[config.mk]
export PLATFORM = sky130hd
export DESIGN_NAME = sorted_software_timer_queue
export DESIGN_NICKNAME = d
export VERILOG_FILES = /design/src/hdl/sstq_pkg.sv /design/src/hdl/sstq_dp.sv /design/src/hdl/sstq_ctrl.sv /design/src/hdl/sorted_software_timer_queue.sv
export SDC_FILE = /design/constraint.sdc
export NUM_CORES = 2
export LEC_CHECK = 0
export BUFFER_PORTS_ARGS = -buffer_cell sky130_fd_sc_hd__clkbuf_2
export CORE_MARGIN = 5
export CORE_UTILIZATION = 25
export CTS_CLUSTER_SIZE = 14
export DETAILED_ROUTE_END_ITERATION = 16
export GPL_ROUTABILITY_DRIVEN = 1
export GPL_TIMING_DRIVEN = 0
export PLACE_DENSITY = 0.38
export SLEW_MARGIN = 20
export SYNTH_ARGS = -nofsm -noshare
export SYNTH_HDL_FRONTEND = slang
export SYNTH_SLANG_ARGS = --single-unit
[constraint.sdc]
create_clock -name clk_i -period 14.1 [get_ports clk_i]
set_input_delay 0.705 -clock clk_i [delete_from_list [all_inputs] [get_ports clk_i]]
set_output_delay 0.705 -clock clk_i [all_outputs]
set_load 0.05 [all_outputs]
[src/hdl/sstq_pkg.sv]
// Shared codes, command and status types for the sorted software timer queue.
package sstq_pkg;

  localparam logic [2:0] REQ_ALLOC = 3'd0;
  localparam logic [2:0] REQ_FREE  = 3'd1;
  localparam logic [2:0] REQ_INIT  = 3'd2;
  localparam logic [2:0] REQ_SET   = 3'd3;
  localparam logic [2:0] REQ_TICK  = 3'd4;

  localparam logic [1:0] KIND_OK  = 2'd0;
  localparam logic [1:0] KIND_ERR = 2'd1;
  localparam logic [1:0] KIND_EXP = 2'd2;
  localparam logic [1:0] KIND_TS  = 2'd3;

  localparam logic [5:0] LINK_NIL   = 6'h3f;
  localparam logic [5:0] TSS_NONE   = 6'd32;

  typedef enum logic [3:0] {
    CMD_NONE,
    CMD_LATCH,
    CMD_SIMPLE,
    CMD_SET_ARM,
    CMD_INS_PLACE,
    CMD_INS_MOVE,
    CMD_EMIT_OK_S,
    CMD_TICK_INC,
    CMD_EXPIRE,
    CMD_EMIT_PEND,
    CMD_EMIT_TS,
    CMD_EMIT_OK0
  } cmd_e;

  typedef struct packed {
    cmd_e op;
    logic rd_walk;
  } cmd_t;

  typedef struct packed {
    logic [2:0] req;
    logic       set_ok;
    logic       ins_hit;
    logic       exp_hit;
    logic       pend_v;
    logic       ts_v;
    logic       out_room;
  } stat_t;

endpackage

[src/hdl/sstq_dp.sv]
// Datapath: slot state, sorted link list, tick counter and output register.
module sstq_dp import sstq_pkg::*; #(
  parameter int TIMER_SLOTS = 32
) (
  input  logic        clk_i,
  input  logic        rst_ni,
  input  cmd_t        cmd_i,
  output stat_t       stat_o,
  input  logic        task_switch_slot_we_i,
  input  logic [5:0]  task_switch_slot_i,
  input  logic [2:0]  req_type_i,
  input  logic [4:0]  slot_id_i,
  input  logic [3:0]  dest_queue_i,
  input  logic [31:0] message_i,
  input  logic [31:0] delay_i,
  output logic        out_valid_o,
  input  logic        out_stall_i,
  output logic [1:0]  kind_o,
  output logic [4:0]  slot_out_o,
  output logic [3:0]  dest_out_o,
  output logic [31:0] data_out_o,
  output logic        last_o
);

  localparam int NSLOT = (TIMER_SLOTS < 32) ? TIMER_SLOTS : 32;
  localparam int IW    = $clog2(NSLOT);

  logic [2:0]  req_q;
  logic [4:0]  sid_q;
  logic [3:0]  dest_q;
  logic [31:0] msg_q, dly_q;
  logic [31:0] tick_q, dlk_q;
  logic [5:0]  head_q, prev_q, tss_q;
  logic [NSLOT-1:0] busy_q, armed_q;
  logic [31:0] dl_arr [NSLOT];
  logic [31:0] msg_arr [NSLOT];
  logic [3:0]  dest_arr [NSLOT];
  logic [5:0]  link_arr [NSLOT];
  logic        pend_v_q, ts_v_q;
  logic [4:0]  pend_slot_q;
  logic [3:0]  pend_dest_q;
  logic [31:0] pend_msg_q;
  logic        out_valid_q, last_q;
  logic [1:0]  kind_q;
  logic [4:0]  slot_q;
  logic [3:0]  odest_q;
  logic [31:0] data_q;

  logic [IW-1:0] s_idx, h_idx, free_idx;
  logic          ok_slot, free_any, is_ts, ptr_nil, out_room;
  logic [5:0]    link_rd, ptr;
  logic [31:0]   dl_rd, dl_next;
  logic          emit, e_last;
  logic [1:0]    e_kind;
  logic [4:0]    e_slot;
  logic [3:0]    e_dest;
  logic [31:0]   e_data;

  assign s_idx    = sid_q[IW-1:0];
  assign ok_slot  = {1'b0, sid_q} < 6'(NSLOT);
  assign link_rd  = link_arr[cmd_i.rd_walk ? prev_q[IW-1:0] : head_q[IW-1:0]];
  assign ptr      = cmd_i.rd_walk ? link_rd : head_q;
  assign h_idx    = ptr[IW-1:0];
  assign ptr_nil  = (ptr == LINK_NIL);
  assign dl_rd    = dl_arr[h_idx];
  assign dl_next  = dly_q + tick_q;
  assign is_ts    = (ptr == tss_q);
  assign out_room = !out_valid_q || !out_stall_i;

  always_comb begin
    free_any = 1'b0;
    free_idx = '0;
    for (int i = NSLOT - 1; i >= 0; i--) begin
      if (!busy_q[i]) begin
        free_any = 1'b1;
        free_idx = IW'(i);
      end
    end
  end

  always_comb begin
    stat_o.req      = req_q;
    stat_o.set_ok   = ok_slot && busy_q[s_idx] && !armed_q[s_idx];
    stat_o.ins_hit  = ptr_nil || (dlk_q <= dl_rd);
    stat_o.exp_hit  = !ptr_nil && (dl_rd <= tick_q);
    stat_o.pend_v   = pend_v_q;
    stat_o.ts_v     = ts_v_q;
    stat_o.out_room = out_room;
  end

  always_comb begin
    emit   = 1'b0;
    e_kind = KIND_OK;
    e_slot = '0;
    e_dest = '0;
    e_data = '0;
    e_last = 1'b1;
    case (cmd_i.op)
      CMD_SIMPLE: begin
        emit = 1'b1;
        case (req_q)
          REQ_ALLOC: begin
            if (free_any) begin
              e_slot = 5'(free_idx);
            end else begin
              e_kind = KIND_ERR;
            end
          end
          REQ_FREE: begin
            e_slot = sid_q;
            if (!ok_slot || armed_q[s_idx]) e_kind = KIND_ERR;
          end
          REQ_INIT: begin
            e_slot = sid_q;
            if (!ok_slot) e_kind = KIND_ERR;
          end
          REQ_SET: begin
            e_slot = sid_q;
            e_kind = KIND_ERR;
          end
          default: e_kind = KIND_ERR;
        endcase
      end
      CMD_EMIT_OK_S: begin
        emit   = 1'b1;
        e_slot = sid_q;
      end
      CMD_EXPIRE: begin
        if (!is_ts && pend_v_q) begin
          emit   = 1'b1;
          e_kind = KIND_EXP;
          e_slot = pend_slot_q;
          e_dest = pend_dest_q;
          e_data = pend_msg_q;
          e_last = 1'b0;
        end
      end
      CMD_EMIT_PEND: begin
        emit   = 1'b1;
        e_kind = KIND_EXP;
        e_slot = pend_slot_q;
        e_dest = pend_dest_q;
        e_data = pend_msg_q;
        e_last = !ts_v_q;
      end
      CMD_EMIT_TS: begin
        emit   = 1'b1;
        e_kind = KIND_TS;
        e_slot = tss_q[4:0];
      end
      CMD_EMIT_OK0: emit = 1'b1;
      default: emit = 1'b0;
    endcase
  end

  always_ff @(posedge clk_i or negedge rst_ni) begin
    if (!rst_ni) begin
      tick_q      <= '0;
      busy_q      <= '0;
      armed_q     <= '0;
      head_q      <= LINK_NIL;
      tss_q       <= TSS_NONE;
      pend_v_q    <= 1'b0;
      ts_v_q      <= 1'b0;
      out_valid_q <= 1'b0;
    end else begin
      if (task_switch_slot_we_i) tss_q <= task_switch_slot_i;
      if (emit) begin
        out_valid_q <= 1'b1;
      end else if (!out_stall_i) begin
        out_valid_q <= 1'b0;
      end
      case (cmd_i.op)
        CMD_SIMPLE: begin
          if (req_q == REQ_ALLOC && free_any) busy_q[free_idx] <= 1'b1;
          if (req_q == REQ_FREE && ok_slot && !armed_q[s_idx]) busy_q[s_idx] <= 1'b0;
        end
        CMD_SET_ARM: armed_q[s_idx] <= 1'b1;
        CMD_INS_PLACE: begin
          if (!cmd_i.rd_walk) head_q <= {1'b0, sid_q};
        end
        CMD_TICK_INC: begin
          tick_q   <= tick_q + 32'd1;
          pend_v_q <= 1'b0;
          ts_v_q   <= 1'b0;
        end
        CMD_EXPIRE: begin
          armed_q[h_idx] <= 1'b0;
          head_q         <= link_arr[h_idx];
          if (is_ts) begin
            ts_v_q <= 1'b1;
          end else begin
            pend_v_q <= 1'b1;
          end
        end
        CMD_EMIT_PEND: pend_v_q <= 1'b0;
        CMD_EMIT_TS: ts_v_q <= 1'b0;
        default: ;
      endcase
    end
  end

  always_ff @(posedge clk_i) begin
    if (emit) begin
      kind_q  <= e_kind;
      slot_q  <= e_slot;
      odest_q <= e_dest;
      data_q  <= e_data;
      last_q  <= e_last;
    end
    case (cmd_i.op)
      CMD_LATCH: begin
        req_q  <= req_type_i;
        sid_q  <= slot_id_i;
        dest_q <= dest_queue_i;
        msg_q  <= message_i;
        dly_q  <= delay_i;
      end
      CMD_SIMPLE: begin
        if (req_q == REQ_INIT && ok_slot) begin
          dest_arr[s_idx] <= dest_q;
          msg_arr[s_idx]  <= msg_q;
        end
      end
      CMD_SET_ARM: begin
        dl_arr[s_idx] <= dl_next;
        dlk_q         <= dl_next;
        prev_q        <= head_q;
      end
      CMD_INS_PLACE: begin
        link_arr[s_idx] <= ptr;
        if (cmd_i.rd_walk) link_arr[prev_q[IW-1:0]] <= {1'b0, sid_q};
      end
      CMD_INS_MOVE: prev_q <= ptr;
      CMD_EXPIRE: begin
        if (!is_ts) begin
          pend_slot_q <= ptr[4:0];
          pend_dest_q <= dest_arr[h_idx];
          pend_msg_q  <= msg_arr[h_idx];
        end
      end
      default: ;
    endcase
  end

  assign out_valid_o = out_valid_q;
  assign kind_o      = kind_q;
  assign slot_out_o  = slot_q;
  assign dest_out_o  = odest_q;
  assign data_out_o  = data_q;
  assign last_o      = last_q;

endmodule

[src/hdl/sstq_ctrl.sv]
// Controller: sequences each request through the datapath.
module sstq_ctrl import sstq_pkg::*; (
  input  logic  clk_i,
  input  logic  rst_ni,
  input  logic  in_valid_i,
  output logic  in_stall_o,
  input  stat_t stat_i,
  output cmd_t  cmd_o
);

  typedef enum logic [2:0] {
    S_IDLE, S_EXEC, S_INS_HEAD, S_INS_WALK, S_DONE, S_EXP, S_EXP_END, S_TS
  } state_e;

  state_e state_q, state_d;

  always_comb begin
    state_d       = state_q;
    cmd_o.op      = CMD_NONE;
    cmd_o.rd_walk = 1'b0;
    case (state_q)
      S_IDLE: begin
        if (in_valid_i) begin
          cmd_o.op = CMD_LATCH;
          state_d  = S_EXEC;
        end
      end
      S_EXEC: begin
        if (stat_i.req == REQ_TICK) begin
          cmd_o.op = CMD_TICK_INC;
          state_d  = S_EXP;
        end else if (stat_i.req == REQ_SET && stat_i.set_ok) begin
          cmd_o.op = CMD_SET_ARM;
          state_d  = S_INS_HEAD;
        end else if (stat_i.out_room) begin
          cmd_o.op = CMD_SIMPLE;
          state_d  = S_IDLE;
        end
      end
      S_INS_HEAD, S_INS_WALK: begin
        cmd_o.rd_walk = (state_q == S_INS_WALK);
        if (stat_i.ins_hit) begin
          cmd_o.op = CMD_INS_PLACE;
          state_d  = S_DONE;
        end else begin
          cmd_o.op = CMD_INS_MOVE;
          state_d  = S_INS_WALK;
        end
      end
      S_DONE: begin
        if (stat_i.out_room) begin
          cmd_o.op = CMD_EMIT_OK_S;
          state_d  = S_IDLE;
        end
      end
      S_EXP: begin
        if (stat_i.exp_hit) begin
          if (!stat_i.pend_v || stat_i.out_room) cmd_o.op = CMD_EXPIRE;
        end else begin
          state_d = S_EXP_END;
        end
      end
      S_EXP_END: begin
        if (stat_i.pend_v) begin
          if (stat_i.out_room) begin
            cmd_o.op = CMD_EMIT_PEND;
            state_d  = stat_i.ts_v ? S_TS : S_IDLE;
          end
        end else if (stat_i.ts_v) begin
          state_d = S_TS;
        end else if (stat_i.out_room) begin
          cmd_o.op = CMD_EMIT_OK0;
          state_d  = S_IDLE;
        end
      end
      S_TS: begin
        if (stat_i.out_room) begin
          cmd_o.op = CMD_EMIT_TS;
          state_d  = S_IDLE;
        end
      end
      default: state_d = S_IDLE;
    endcase
  end

  always_ff @(posedge clk_i or negedge rst_ni) begin
    if (!rst_ni) begin
      state_q <= S_IDLE;
    end else begin
      state_q <= state_d;
    end
  end

  assign in_stall_o = (state_q != S_IDLE);

endmodule

[src/hdl/sorted_software_timer_queue.sv]
// Top level of the sorted software timer queue.
// Requests arrive as one item on the input channel (in_valid_i / in_stall_o)
// and every request produces one or more result items on the output channel
// (out_valid_o / out_stall_i); last_o marks the final result of a request.
// Allocate, free, init, a rejected set time and an unknown request are answered
// with a single result, written in the execute step after acceptance.
// Set time arms the slot, then walks the sorted list from its head, one list
// entry per step, until it finds the insert point; the walk over the
// single-read link and deadline register files sets the length of the walk.
// A tick increments the tick count, then removes each expired slot from the list
// head, each expiry using one list step, and reports an expired task switch slot last.
// The block works on one request at a time and holds in_stall_o high until
// the last result of the current request is in the output register.
// A full output register stalls the controller only at the steps that
// write a result, so a stalled receiver pauses the walk without loss.
// Reset empties the list, frees every slot, clears the tick count and sets
// the task switch slot to none; no clearing pass is needed.
// The task switch slot register is written whenever its write enable is
// high and should only change while the block is idle.
module sorted_software_timer_queue import sstq_pkg::*; #(
  parameter int TIMER_SLOTS = 32
) (
  input  logic        clk_i,
  input  logic        rst_ni,
  input  logic        task_switch_slot_we_i,
  input  logic [5:0]  task_switch_slot_i,
  input  logic        in_valid_i,
  output logic        in_stall_o,
  input  logic [2:0]  req_type_i,
  input  logic [4:0]  slot_id_i,
  input  logic [3:0]  dest_queue_i,
  input  logic [31:0] message_i,
  input  logic [31:0] delay_i,
  output logic        out_valid_o,
  input  logic        out_stall_i,
  output logic [1:0]  kind_o,
  output logic [4:0]  slot_out_o,
  output logic [3:0]  dest_out_o,
  output logic [31:0] data_out_o,
  output logic        last_o
);

  cmd_t  cmd;
  stat_t stat;

  // The controller owns sequencing; the datapath owns all request, slot and list storage.
  sstq_ctrl u_ctrl (
    .clk_i      (clk_i),
    .rst_ni     (rst_ni),
    .in_valid_i (in_valid_i),
    .in_stall_o (in_stall_o),
    .stat_i     (stat),
    .cmd_o      (cmd)
  );

  sstq_dp #(.TIMER_SLOTS(TIMER_SLOTS)) u_dp (
    .clk_i                 (clk_i),
    .rst_ni                (rst_ni),
    .cmd_i                 (cmd),
    .stat_o                (stat),
    .task_switch_slot_we_i (task_switch_slot_we_i),
    .task_switch_slot_i    (task_switch_slot_i),
    .req_type_i            (req_type_i),
    .slot_id_i             (slot_id_i),
    .dest_queue_i          (dest_queue_i),
    .message_i             (message_i),
    .delay_i               (delay_i),
    .out_valid_o           (out_valid_o),
    .out_stall_i           (out_stall_i),
    .kind_o                (kind_o),
    .slot_out_o            (slot_out_o),
    .dest_out_o            (dest_out_o),
    .data_out_o            (data_out_o),
    .last_o                (last_o)
  );

  // An accepted item always keeps the block busy in the next cycle.
  a_busy_after_accept : assert property (@(posedge clk_i) disable iff (!rst_ni)
    (in_valid_i && !in_stall_o) |=> in_stall_o)
    else $error("block not busy after accepting an item");

  // No held expiry or task switch may remain once the block is idle.
  a_idle_clean : assert property (@(posedge clk_i) disable iff (!rst_ni)
    !in_stall_o |-> (!stat.pend_v && !stat.ts_v))
    else $error("pending expiry left behind at idle");

  // A result is only written when the output register has room.
  a_emit_room : assert property (@(posedge clk_i) disable iff (!rst_ni)
    (cmd.op == CMD_SIMPLE || cmd.op == CMD_EMIT_OK_S || cmd.op == CMD_EMIT_PEND ||
     cmd.op == CMD_EMIT_TS || cmd.op == CMD_EMIT_OK0) |-> stat.out_room)
    else $error("result written over a stalled output");

endmodule

==> Yosys cells after proc, flatten, opt, wreduce, memory -nomap -nowiden <==
Memory sizes are Yosys's and may differ from the RTL's. A register that Yosys moved wholly into a read port is not among the register bits.
Index checks and enable logic that the tools add are counted.
{ "word_totals": {"memories": 4, "elab_cells": 254, "regBits": 276, "mem_bits_rw": 2368} }
{ "classes": {"magnitude_cmp": 8, "muxes": 142, "eq_ne": 31, "reduce_logical": 38, "n_bitwise": 7, "add_sub_neg": 2} }
{ "memory_table": {"columns": ["memory", "depth", "width", "read_ports", "rd_clocked_by_memory_dff", "wr", "line_no", "text"], "rows": [
  ["u_dp.dl_arr", 32, 32, 1, 0, 1, "sstq_dp.sv:35", "logic [31:0] dl_arr [NSLOT];"],
  ["u_dp.msg_arr", 32, 32, 1, 1, 1, "sstq_dp.sv:36", "logic [31:0] msg_arr [NSLOT];"],
  ["u_dp.link_arr", 32, 6, 2, 0, 2, "sstq_dp.sv:38", "logic [5:0] link_arr [NSLOT];"],
  ["u_dp.dest_arr", 32, 4, 1, 1, 1, "sstq_dp.sv:37", "logic [3:0] dest_arr [NSLOT];"]
]} }
{ "ops": {"columns": ["op", "n"], "rows": [
  ["2-to-1 mux 5 bit", 35],
  ["2-to-1 mux 32 bit", 4],
  ["case mux 32 bit (2 select lines)", 2],
  ["AND 32 bit", 2],
  ["less-or-equal comparator 32 bit", 2],
  ["NOT 32 bit", 2],
  ["OR 32 bit", 2],
  ["2-to-1 mux 1 bit", 58],
  ["2-to-1 mux 4 bit", 10],
  ["2-to-1 mux 3 bit", 11],
  ["adder 32 x 1 -> 32 bit (second input constant)", 1],
  ["adder 32 bit", 1],
  ["case mux 4 bit (7 select lines)", 1],
  ["case mux 5 bit (5 select lines)", 1],
  ["case mux 5 bit (2 select lines)", 2],
  ["less-than comparator 5 x 6 -> 1 bit (second input constant)", 3],
  ["case mux 3 bit (6 select lines)", 1],
  ["equality test 4 x 3 -> 1 bit (second input constant)", 4],
  ["equality test 4 bit (second input constant)", 4],
  ["demux 1 bit (select 5 bit)", 3],
  ["equality test 3 bit (second input constant)", 5],
  ["greater-or-equal comparator 5 x 1 -> 1 bit (second input constant)", 3],
  ["equality test 3 x 2 -> 1 bit (second input constant)", 4],
  ["2-to-1 mux 6 bit", 2],
  ["27 further kinds", 65]
]} }

==> Longest topological paths before layout <==
{ "depth": {"word_depth": 41, "ltp_mapped": 35, "depth_no_buf": 24} }

==> Hierarchy <==
From an unflattened synthesis, not the netlist that was laid out.
{ "hier_totals": {"cells_unflattened": 5862, "hier_area_um2": 109727.7} }
{ "by_module_without_submodules": {"columns": ["module", "seq_area_each_um2", "cells_per_inst", "area_per_inst_um2", "instances"], "rows": [
  ["sstq_dp", 79520.0, 5805, 109347.4, 1],
  ["sstq_ctrl", 75.1, 57, 380.4, 1]
]} }

==> Worst setup path before layout <==
No wires, ideal clock.
{ "synth_path": {"path_type": "register to register", "startpoint": "register u_dp.head_q[1]", "endpoint": "register u_dp.data_q[0], in the netlist u_dp.data_out_o[0] (enable)", "stages_incl_launch_ff": 31, "synth_period_minus_slack_ps": 8477, "arrival_time_ps": 8011, "setup_time_ps": 465, "path_slack_ps": 5623, "t_required_ps": 13635, "path_cell_list": "dfstp_2 buf_2 inv_1 o21ai_4 buf_6 mux2_1 a2111oi_2 o41ai_2 nand3_2 buf_2 buf_2 buf_2 nand2_1 nand3_1 nand3_1 a311oi_1 o21a_1 ha_1 a21o_1 a21o_1 a21oi_1 o21a_1 o211ai_1 a2111oi_0 a21oi_1 a211oi_2 and2_1 buf_2 buf_2 nor2_1 o221ai_1"} }
{ "synth_between": {"elab_chain_cells": 11, "elab_cells_between_ends": 25, "cone_classes": "order compare: 2; eq/ne: 8; mux: 7; reduce/logical: 6; memory: 2"} }
{ "synth_rtl": {"columns": ["item", "line_no", "text"], "rows": [
  ["start, declared", "sstq_dp.sv:33", "logic [5:0] head_q, prev_q, tss_q;"],
  ["start signal, assigned", "sstq_dp.sv:180", "if (!cmd_i.rd_walk) head_q <= {1'b0, sid_q};"],
  ["start signal, assigned", "sstq_dp.sv:189", "head_q <= link_arr[h_idx];"],
  ["2-to-1 mux 5 bit", "sstq_dp.sv:61", "assign link_rd = link_arr[cmd_i.rd_walk ? prev_q[IW-1:0] : head_q[IW-1:0]];"],
  ["memory (32 x 6 bit)", null, null],
  ["2-to-1 mux 6 bit (*)", "sstq_dp.sv:62", "assign ptr = cmd_i.rd_walk ? link_rd : head_q;"],
  ["memory (32 x 32 bit) or equality test 6 bit (tied branches)", null, null],
  ["less-or-equal comparator 32 bit, or another cell as far along", "sstq_dp.sv:85", "stat_o.exp_hit = !ptr_nil && (dl_rd <= tick_q);"],
  ["logical AND 1 bit or logical OR 1 bit (tied branches)", "sstq_dp.sv:85, sstq_dp.sv:84", null],
  ["2-to-1 mux 4 bit or 2-to-1 mux 1 bit (tied branches)", "sstq_ctrl.sv:57, sstq_ctrl.sv:42", null],
  ["case mux 4 bit (7 select lines)", "sstq_ctrl.sv:21", "case (state_q)"],
  ["equality test 4 x 3 -> 1 bit, or another cell as far along", "sstq_dp.sv:98", "case (cmd_i.op)"],
  ["OR reduction 5 bit (no line)", null, null],
  ["case mux 1 bit (2 select lines) (*)", "sstq_dp.sv:98", null],
  ["net u_dp.emit", "sstq_dp.sv:53", "logic emit, e_last;"],
  ["end signal, assigned", "sstq_dp.sv:208", "data_q <= e_data;"],
  ["end, declared", "sstq_dp.sv:47", "logic [31:0] data_q;"]
]} }
Mark *: on every way through the listed nets, which the timed path passes. The rest lies on a longest branch.
A chain may end at the register's enable or synchronous reset.

==> out/metrics.yaml <==
outcome: "finished clean"
ys.warnings.count: 0
via_count: 80190
drv_cap: 0
drcViolationCount: 0
clockBufferDepth: 4
syn-num-nets: 8730
synth.yosys.seq_area_share_pct: 70.22
place_hpwl_mm: 391.3
antenna_found_initial: 45
ys_async_sr_fraction_pct: 4.254
synth_edf_count: 2534
wire_per_inst_um: 34.02
period_share_pct: 86.83
postCtsSetupBuffers: 0
numCtsBuffers: 324
start_util_pct: 25.07
clkSlewWorstSetupHoldPaths_ns: 0.06
start_kind: "flip-flop"
hold_start: "message_i[7]"
avgSynthCellArea_um2: 13.26
clock_latency_ns: 0.96
drv_slew: 0
worst_slack_ns: 1.858
drtIter0Drc: 9020
die_h_um: 683.4
die_area_mm2: 0.4670
drtPass1Iterations: 8
cts_sinks: 2680
fin_tns_setup_ns: 0
power_density_mw_per_mm2: 240.2
ys_ff_latch: 2680
die_w_um: 683.4
critical_path_peak_fanout: 10
tritoncts: "built"
grt-ovfl-total: 0
synth_cell_types: 99
via_per_inst: 5.140
syn_area_mm2: 0.1134
max_freq_ghz: 0.08168
rows: 247
slowest_stage: "o311ai_0"
num-nets-final: 9529
netlist_instances: 8546
grt_max_degree: 83
portBuffers: 131
crit_arrival_ns: 12.88
critical-path-top-delay-family: "buffers and inverters"
skew_ns: 0.07472
synth_ff_type: "edfxtp_1"
grt_usage_pct: 21.85
worst_setup_path_end_kind: "flip-flop"
worstMarginPinSlew_ns: 1.265
peakVddDrop_v: 0.0001205
rrSetupSlack_ns: 1.86
reg2reg_to: "u_dp.link_arr[2][1]$_DFFE_PP_"
hp-class: "input port to flip-flop"
netlist.area_leader.share_pct: 67.13
path_buf_inv: 12
critPathKind: "flip-flop to flip-flop"
grt_pass1_wl_mm: 701.4
r2r_cells: 28
root_buffer: "clkbuf_16"
r2r_start: "u_dp.head_q[0]$_DFFE_PN1P_"
synthTopCellsByArea: "edfxtp_1 (67%), nand2_1 (6.6%), nand3_1 (4.1%)"
coreArea_mm2: 0.4521
yosysMostFrequentCell: "edfxtp_1"
grt_pass1_vias: 76390
cellLeakagePower_nw: 46.91
utilization_pct: 30.69
hold_viol: 0
whs_endpoint: "u_dp.msg_q[7]$_DFFE_PN_"
dp_slack_ns: 2.106
drive_gt1_share_pct: 15.77
netlist_top_cells_count: "edfxtp_1 (2534), nand2_1 (2001), nand3_1 (935)"
htreeDepth: 5
critical_path_required_ns: 14.74
holdWs_ns: 0.08613
place.gp.congestion: 0.9517
syn_to_final_growth_pct: 22.39
ios: 133
routed_wl_mm: 530.8
rsz0062_at_grt: "false"
setup_viol: 0
period_needed_ns: 12.24
postCtsResizedCells: 0
slew_headroom_pct: 15.28
synth_top_area_cell: "edfxtp_1"
ant_nets: 0
hold_path_depth: 1
path_common_cell: "buf_2"
max_stage_delay_ns: 0.85
==> cells in the final DEF, fill, tap and decap left out, types with 127 or more instances in the layout <==
cell type | synthesis | final
nand3_1 | 935 | 935
o21ai_0 | 127 | 127
nor2_1 | 241 | 172
mux4_2 | 177 | 177
o31ai_1 | 164 | 164
edfxtp_1 | 2534 | 2534
clkbuf_1 | 264 | 295
clkbuf_2 | 0 | 181
nand2_1 | 2001 | 1999
buf_2 | 194 | 216
a21oi_1 | 325 | 323
mux2i_1 | 142 | 142
clkbuf_16 | 0 | 329
==> repair_timing <==
item / in CTS / in global routing
hold endpoints to repair: 112 / 0
hold buffers: 81 / 0
endpoints found under the setup margin: 0 / 0
==> flip-flops by register name, summed over array words and instances (netlist names), 5 cells and up <==
name and cells:
u_dp.tick_q 32, u_dp.msg_arr 1024, u_dp.pend_msg_q 32, u_dp.s_idx 5, u_dp.armed_q 32, u_dp.prev_q 5
u_dp.slot_out_o 5, u_dp.msg_q 32, u_dp.dl_arr 1024, u_dp.link_arr 192, u_dp.data_out_o 32, u_dp.head_q 6
u_dp.pend_slot_q 5, u_dp.dest_arr 128, u_dp.dlk_q 32, u_dp.dly_q 32, u_dp.tss_q 6, u_dp.busy_q 32
==> worst register-to-register path: cells and delay by family, from the launching register on <==
family	cells	cell delay [ns]
AND/OR/NAND/NOR	6	1.65
buffers and inverters	12	5.53
AO/OA/AOI/OAI	9	3.84
flip-flops	1	0.55
adder cells (fa/ha/maj)	1	0.39
==> cells by family (layout without fill, tap and decap cells) <==
kind of cell,count (synthesis),in the layout,synth area share [%]
mux,344,344,5.042
other cells,0,19,0
fa+ha+maj,97,97,1.077
compound gates,1132,1132,6.787
xor+xnor,63,63,0.4868
simple gates,3577,3577,13.87
flops,2680,2680,70.22
buf+inv,653,1715,2.524
==> area by class of cell <==
type	instances	area [um^2]
Antenna cell	19	47.55
Buffer	579	2673
Clock buffer	416	8620
Clock inverter	173	1534
Fill cell	45170	313400
Inverter	74	280.3
Multi-Input combinational cell	5213	31760
Sequential cell	2680	79600
Tap cell	5976	7477
Timing Repair Buffer	473	6753
==> power breakdown <==
group          total [mW]  internal, mW  switching [mW]
combinational        14.5          3.62            10.8
sequential           10.7          10.2           0.470
clock                8.21          4.74            3.47
total                33.3          18.5            14.8
==> through the flow <==
step                      instances  area [um^2]  power, mW
final                         15600       138700      33.33
after global routing          15590       138700      34.34
after CTS                     15580       138600      33.39
after detailed placement      14910       127600      25.11
after global placement        14650       121500      24.43
after floorplan                8546       113400      17.11
==> worst max path at each step <==
stage | from | end | slack (ns) | cells after the start
CTS | u_ctrl.state_q[2]$_DFFE_PN0P_ | u_dp.data_out_o[31]$_DFFE_PP_ | 2.07 | 31
finish | u_dp.head_q[0]$_DFFE_PN1P_ | u_dp.link_arr[2][1]$_DFFE_PP_ | 1.86 | 28
floorplan | u_dp.head_q[1]$_DFFE_PN1P_ | u_dp.data_out_o[0]$_DFFE_PP_ | 5.62 | 30
global placement | u_dp.prev_q[2]$_DFFE_PP_ | u_dp.data_out_o[14]$_DFFE_PP_ | -3.33 | 30
global route | u_dp.head_q[0]$_DFFE_PN1P_ | u_dp.data_out_o[27]$_DFFE_PP_ | 1.69 | 31
detailed placement | u_ctrl.state_q[2]$_DFFE_PN0P_ | u_dp.data_out_o[14]$_DFFE_PP_ | 2.11 | 31
==> routing by layer <==
metal  up-vias  global-route usage, %  part of all wire (%)
li1      33820                      -                     -
met1     41940                  29.57                    43
met2      3574                  34.84                    46
met3       849                  3.799                   6.7
met4        10                  8.638                   4.6
met5         -                      0                 0.012
Power figures use the tool's default switching activity.
